===== src/sv/tcon_pkg.sv =====
`default_nettype none
package tcon_pkg;

  // Screen geometry
  localparam int COLUMNS    = 80;
  localparam int ROWS       = 25;
  localparam int CELL_COUNT = COLUMNS * ROWS;

  // Fixed field widths
  localparam int CUR_W    = 11;
  localparam int IDX_W    = 11;
  localparam int CHAR_W   = 8;
  localparam int CELL_W   = 16;
  localparam int COLOR_W  = 4;
  localparam int KIND_W   = 3;
  localparam int CFG_IDX_W = 1;

  // Derived widths
  localparam int ADDR_W = $clog2(CELL_COUNT);
  localparam int COL_W  = $clog2(COLUMNS);

  // Cell constants
  localparam logic [CHAR_W-1:0] BLANK_CHAR = 8'h20;
  localparam logic [CELL_W-1:0] RESET_CELL = 16'h0720;
  localparam logic [COLOR_W-1:0] FG_RESET  = 4'h7;
  localparam logic [COLOR_W-1:0] BG_RESET  = 4'h0;

  typedef enum logic [KIND_W-1:0] {
    KIND_WRITE     = 3'd0,
    KIND_NEWLINE   = 3'd1,
    KIND_BACKSPACE = 3'd2,
    KIND_CLEAR     = 3'd3,
    KIND_READ      = 3'd4
  } kind_t;

  typedef enum logic [CFG_IDX_W-1:0] {
    REG_FG_COLOR = 1'b0,
    REG_BG_COLOR = 1'b1
  } cfg_reg_t;

  typedef enum logic [2:0] {
    ST_INIT,
    ST_IDLE,
    ST_READ,
    ST_COPY,
    ST_DRAIN,
    ST_FILL,
    ST_FINISH
  } state_t;

  // Commands from controller to datapath
  typedef struct packed {
    logic accept;
    logic set_ovf;
    logic do_write;
    logic do_back;
    logic do_newline;
    logic cur_home;
    logic cur_last_row;
    logic sweep_init;
    logic sweep_inc;
    logic copy_step;
    logic fill_we;
    logic fill_reset;
    logic result;
    logic result_rd;
  } ctl_t;

  // Status from datapath to controller
  typedef struct packed {
    logic at_end;
    logic cur_zero;
    logic scroll_needed;
    logic sweep_last;
    logic copy_last;
  } sts_t;

endpackage
`default_nettype wire


===== src/sv/tcon_ctrl.sv =====
`default_nettype none
module tcon_ctrl
  import tcon_pkg::*;
(
  input  wire logic              clk,
  input  wire logic              rst,
  input  wire logic              start,
  input  wire logic [KIND_W-1:0] kind,
  input  wire sts_t              sts,
  output ctl_t                   ctl,
  output logic                   busy
);

  state_t state;
  state_t state_next;

  // State register
  always_ff @(posedge clk) begin
    if (rst) begin
      state <= ST_INIT;
    end else begin
      state <= state_next;
    end
  end

  // Next state and commands
  always_comb begin
    state_next = state;
    ctl        = '0;
    case (state)
      ST_INIT: begin
        ctl.fill_we    = 1'b1;
        ctl.fill_reset = 1'b1;
        ctl.sweep_inc  = 1'b1;
        if (sts.sweep_last) begin
          state_next = ST_IDLE;
        end
      end
      ST_IDLE: begin
        if (start) begin
          ctl.accept = 1'b1;
          state_next = ST_FINISH;
          case (kind)
            KIND_WRITE: begin
              if (sts.at_end) begin
                ctl.set_ovf = 1'b1;
              end else begin
                ctl.do_write = 1'b1;
              end
            end
            KIND_NEWLINE: begin
              if (sts.scroll_needed) begin
                ctl.sweep_init   = 1'b1;
                ctl.cur_last_row = 1'b1;
                state_next       = ST_COPY;
              end else begin
                ctl.do_newline = 1'b1;
              end
            end
            KIND_BACKSPACE: begin
              if (!sts.cur_zero) begin
                ctl.do_back = 1'b1;
              end
            end
            KIND_CLEAR: begin
              ctl.sweep_init = 1'b1;
              ctl.cur_home   = 1'b1;
              state_next     = ST_FILL;
            end
            KIND_READ: begin
              state_next = ST_READ;
            end
            default: begin
              state_next = ST_FINISH;
            end
          endcase
        end
      end
      ST_READ: begin
        ctl.result    = 1'b1;
        ctl.result_rd = 1'b1;
        state_next    = ST_IDLE;
      end
      ST_COPY: begin
        ctl.copy_step = 1'b1;
        ctl.sweep_inc = 1'b1;
        if (sts.copy_last) begin
          state_next = ST_DRAIN;
        end
      end
      ST_DRAIN: begin
        // let the last row move land before blanking
        state_next = ST_FILL;
      end
      ST_FILL: begin
        ctl.fill_we   = 1'b1;
        ctl.sweep_inc = 1'b1;
        if (sts.sweep_last) begin
          state_next = ST_FINISH;
        end
      end
      ST_FINISH: begin
        ctl.result = 1'b1;
        state_next = ST_IDLE;
      end
      default: begin
        state_next = ST_INIT;
      end
    endcase
  end

  assign busy = (state != ST_IDLE);

endmodule
`default_nettype wire


===== config.mk =====
export PLATFORM = sky130hd
export DESIGN_NAME = tcon_ctrl
export DESIGN_NICKNAME = d
export VERILOG_FILES = /design/src/sv/tcon_pkg.sv /design/src/sv/tcon_ctrl.sv
export SDC_FILE = /design/constraint.sdc
export NUM_CORES = 1
export LEC_CHECK = 0
export ABC_AREA = 1
export BUFFER_PORTS_ARGS = -buffer_cell sky130_fd_sc_hd__buf_4
export CORE_UTILIZATION = 25
export CTS_CLUSTER_DIAMETER = 50
export DETAILED_ROUTE_END_ITERATION = 6
export GPL_TIMING_DRIVEN = 0
export SYNTH_ARGS = -nofsm -noshare
export SYNTH_HDL_FRONTEND = slang
export SYNTH_SLANG_ARGS = --single-unit
export TNS_END_PERCENT = 20

===== constraint.sdc =====
create_clock -name clk -period 2.5 [get_ports clk]
set_clock_uncertainty 0.05 [all_clocks]
set_input_delay 0.125 -clock clk [delete_from_list [all_inputs] [get_ports clk]]
set_output_delay 0.125 -clock clk [all_outputs]
set_load 0.02 [all_outputs]

==> flow_metrics.tcl <==
set metrics [dict create \
    status "complete, no violations" \
    critical_path.slowest_cell "dfxtp_1" \
    numPortBuffers 25 \
    maxSlewHeadroom 0.799 \
    synth_fa_ha_area_frac 0 \
    synth_fp_nets 80 \
    cts_tree "built" \
    layoutNonFillerInstCount 113 \
    cp_cell_sequence "inv_2 -> nor2_4 -> nand2_4 -> nor2_8 -> inv_4 -> nor4_1 -> buf_4" \
    via_per_inst 4.58 \
    max-cap-violations 0 \
    cts_max_level 1 \
    syn_area_sq_um 380 \
    clockRootBuffer "clkbuf_4" \
    first_global_vias 410 \
    cpPeakStageDelay_ns 0.48 \
    cp-start-kind "flip-flop" \
    post-route-period-util 0.708 \
    worstSkewPairLatency_ns 0.23 \
    dpl.cell_count 109 \
    critPathTopFamily "simple AND/OR/NAND/NOR gates" \
    ys_types 19 \
    synth_compound_area_frac 0.109 \
    yosys-top-cells-area "nand2_1, dfxtp_1, inv_1, nor2_1, nand3_1" \
    overflow 0 \
    drcViolationCount 0 \
    final_common_cell "buf_4" \
    holdBufCountCts 0 \
    synth_top_family_by_area "simple AND/OR/NAND/NOR gates" \
    gp_congestion 0.788 \
    critPathBufInv 3 \
    postSynthCellCount 69 \
    ys.flop_type "dfxtp_1" \
    report.final.hold_viol_count 0 \
    yosysSeqAreaShare 0.158 \
    period_needed_ns 1.77 \
    pin_count 26 \
    first_pass_iters 5 \
    die_x_um 41.0 \
    fmax_ghz 0.565 \
    rsz0062_at_grt "no" \
    fin_ws_ns 0.729 \
    post_cts_buffers 0 \
    crit_path_end_kind "primary output" \
    grt_pass1_wl_um 1570 \
    grt_util_all_layers 0.134 \
    layout_common_cells "buf_4, nand2_1, inv_1" \
    cp_max_fo 8 \
    cts_buffers 3 \
    avgSynthCellArea_sq_um 5.51 \
    die-area_sq_um 1680 \
    hold_path_class "input pin to flip-flop" \
    drive_gt1_frac 0.378 \
    regMostFlops "state" \
    final_nets 110 \
    routedWlPerCell_um 9.17 \
    synth_xor_area_frac 0 \
    async_flop_share 0 \
    power_leakage_nw 0.344 \
    post-place-ws_ns 0.988 \
    synth_edf_count 0 \
    drv_slew 0 \
    routed-via-count 518 \
    dpl.hpwl_um 863 \
    drt_iter0_markers 8 \
    finalSetupTns_ns 0 \
    worstSetupPathType "flip-flop to primary output" \
    antenna_left 0 \
    cts_sinks 3 \
    reg_top3 "state x3" \
    drt-total-wl_um 1040 \
    areaGrowthSynthToFinish_pct 61.2 \
    ys_ff_latch 3 \
    power_mw 0.505 \
    core_region_area_sq_um 1350 \
    n_antenna_cell 0 \
    synth.top_cell.area_share 0.188 \
    worst_pin_slew_ns 0.300 \
    synthSimpleGateAreaFrac 0.589 \
    cp.arrival_ns 1.60 \
    row_count 13 \
    synth_top_area_cell "nand2_1" \
    clk_pin_slew_ns 0.04 \
    largest_reg_flops 3 \
    crit_required_ns 2.33 \
    vdd_drop_max_v 0.000278 \
    synthMuxAreaShare 0 \
    antenna_found_initial 0 \
    ctsResizeCount 0 \
    p_per_area_nw_per_um2 824 \
    cts_buffer_depth 2 \
    grt_max_degree 9 \
    die_h_um 41.0 \
    setup_viol 0 \
    yosys_warnings 0 \
    initial_core_util 0.282 \
]
worst reg2reg max path, stage by stage (launching register included):
cell and delay, ns:
dfxtp_1 0.48, inv_2 0.09, nor2_4 0.13, inv_1 0.07
nor2_1 0.12, nor2_1 0.06, nand2_1 0.06, nand2_1 0.05
a21oi_1 0.12
per-layer routing:
metal	track usage	vias to the layer above	share of wire
met5	0	-	0
met4	0.0250	0	0
met3	0	0	0.033
met2	0.238	15	0.50
met1	0.181	227	0.46
li1	-	276	-
logic make-up (layout without fill, tap and decap cells):
family / Yosys count / after routing
AO/OA/AOI/OAI: 8 / 8
buffers and inverters: 14 / 43
AND/OR/NAND/NOR: 44 / 44
flip-flops: 3 / 3
cells in the mapped netlist, types with 2 or more instances:
master and instances:
inv_1 11, nor2_1 9, dfxtp_1 3, nand2_1 19
nand3_1 5, nor3_1 3, inv_2 2, o21ai_0 3
nor4_1 2, a21oi_1 3
report_power, final:
| part | switching (mW) | internal, mW | total (mW) |
|---|---|---|---|
| combinational | 0.202 | 0.131 | 0.332 |
| clock | 0.0272 | 0.0600 | 0.0872 |
| sequential | 0.0244 | 0.0613 | 0.0857 |
| total | 0.253 | 0.252 | 0.505 |
worst paths after layout:
| check | from | end | slack, ns | cells past startpoint |
|---|---|---|---|---|
| worst max-delay path | state[0]$_SDFFE_PP0P_ | ctl[7] | 0.73 | 7 |
| worst min-delay path | rst | state[1]$_SDFFE_PP0P_ | 0.02 | 2 |
| worst min register to register | state[2]$_SDFFE_PP0P_ | state[2]$_SDFFE_PP0P_ | 0.52 | 2 |
| worst max register to register | state[0]$_SDFFE_PP0P_ | state[2]$_SDFFE_PP0P_ | 1.20 | 8 |
final cells by class:
cell class / instances / area [sq um]
flip-flops and latches: 3 / 60.1
multi-input cells: 52 / 265
inverters: 14 / 55.1
fillers: 159 / 737
clock buffers: 4 / 26.3
well taps: 15 / 18.8
repair buffers: 25 / 188
per-stage QoR:
step | hold slack (ns) | util | area (sq um)
6_report | 0.0188 | 0.454 | 613
5_1_grt | 0.0216 | 0.454 | 613
4_1_cts | 0.0167 | 0.454 | 613
3_5_place_dp | 0.257 | 0.435 | 587
3_3_place_gp | 0.257 | 0.435 | 587
2_1_floorplan | 0.144 | - | 380
Power figures use the tool's default switching activity.
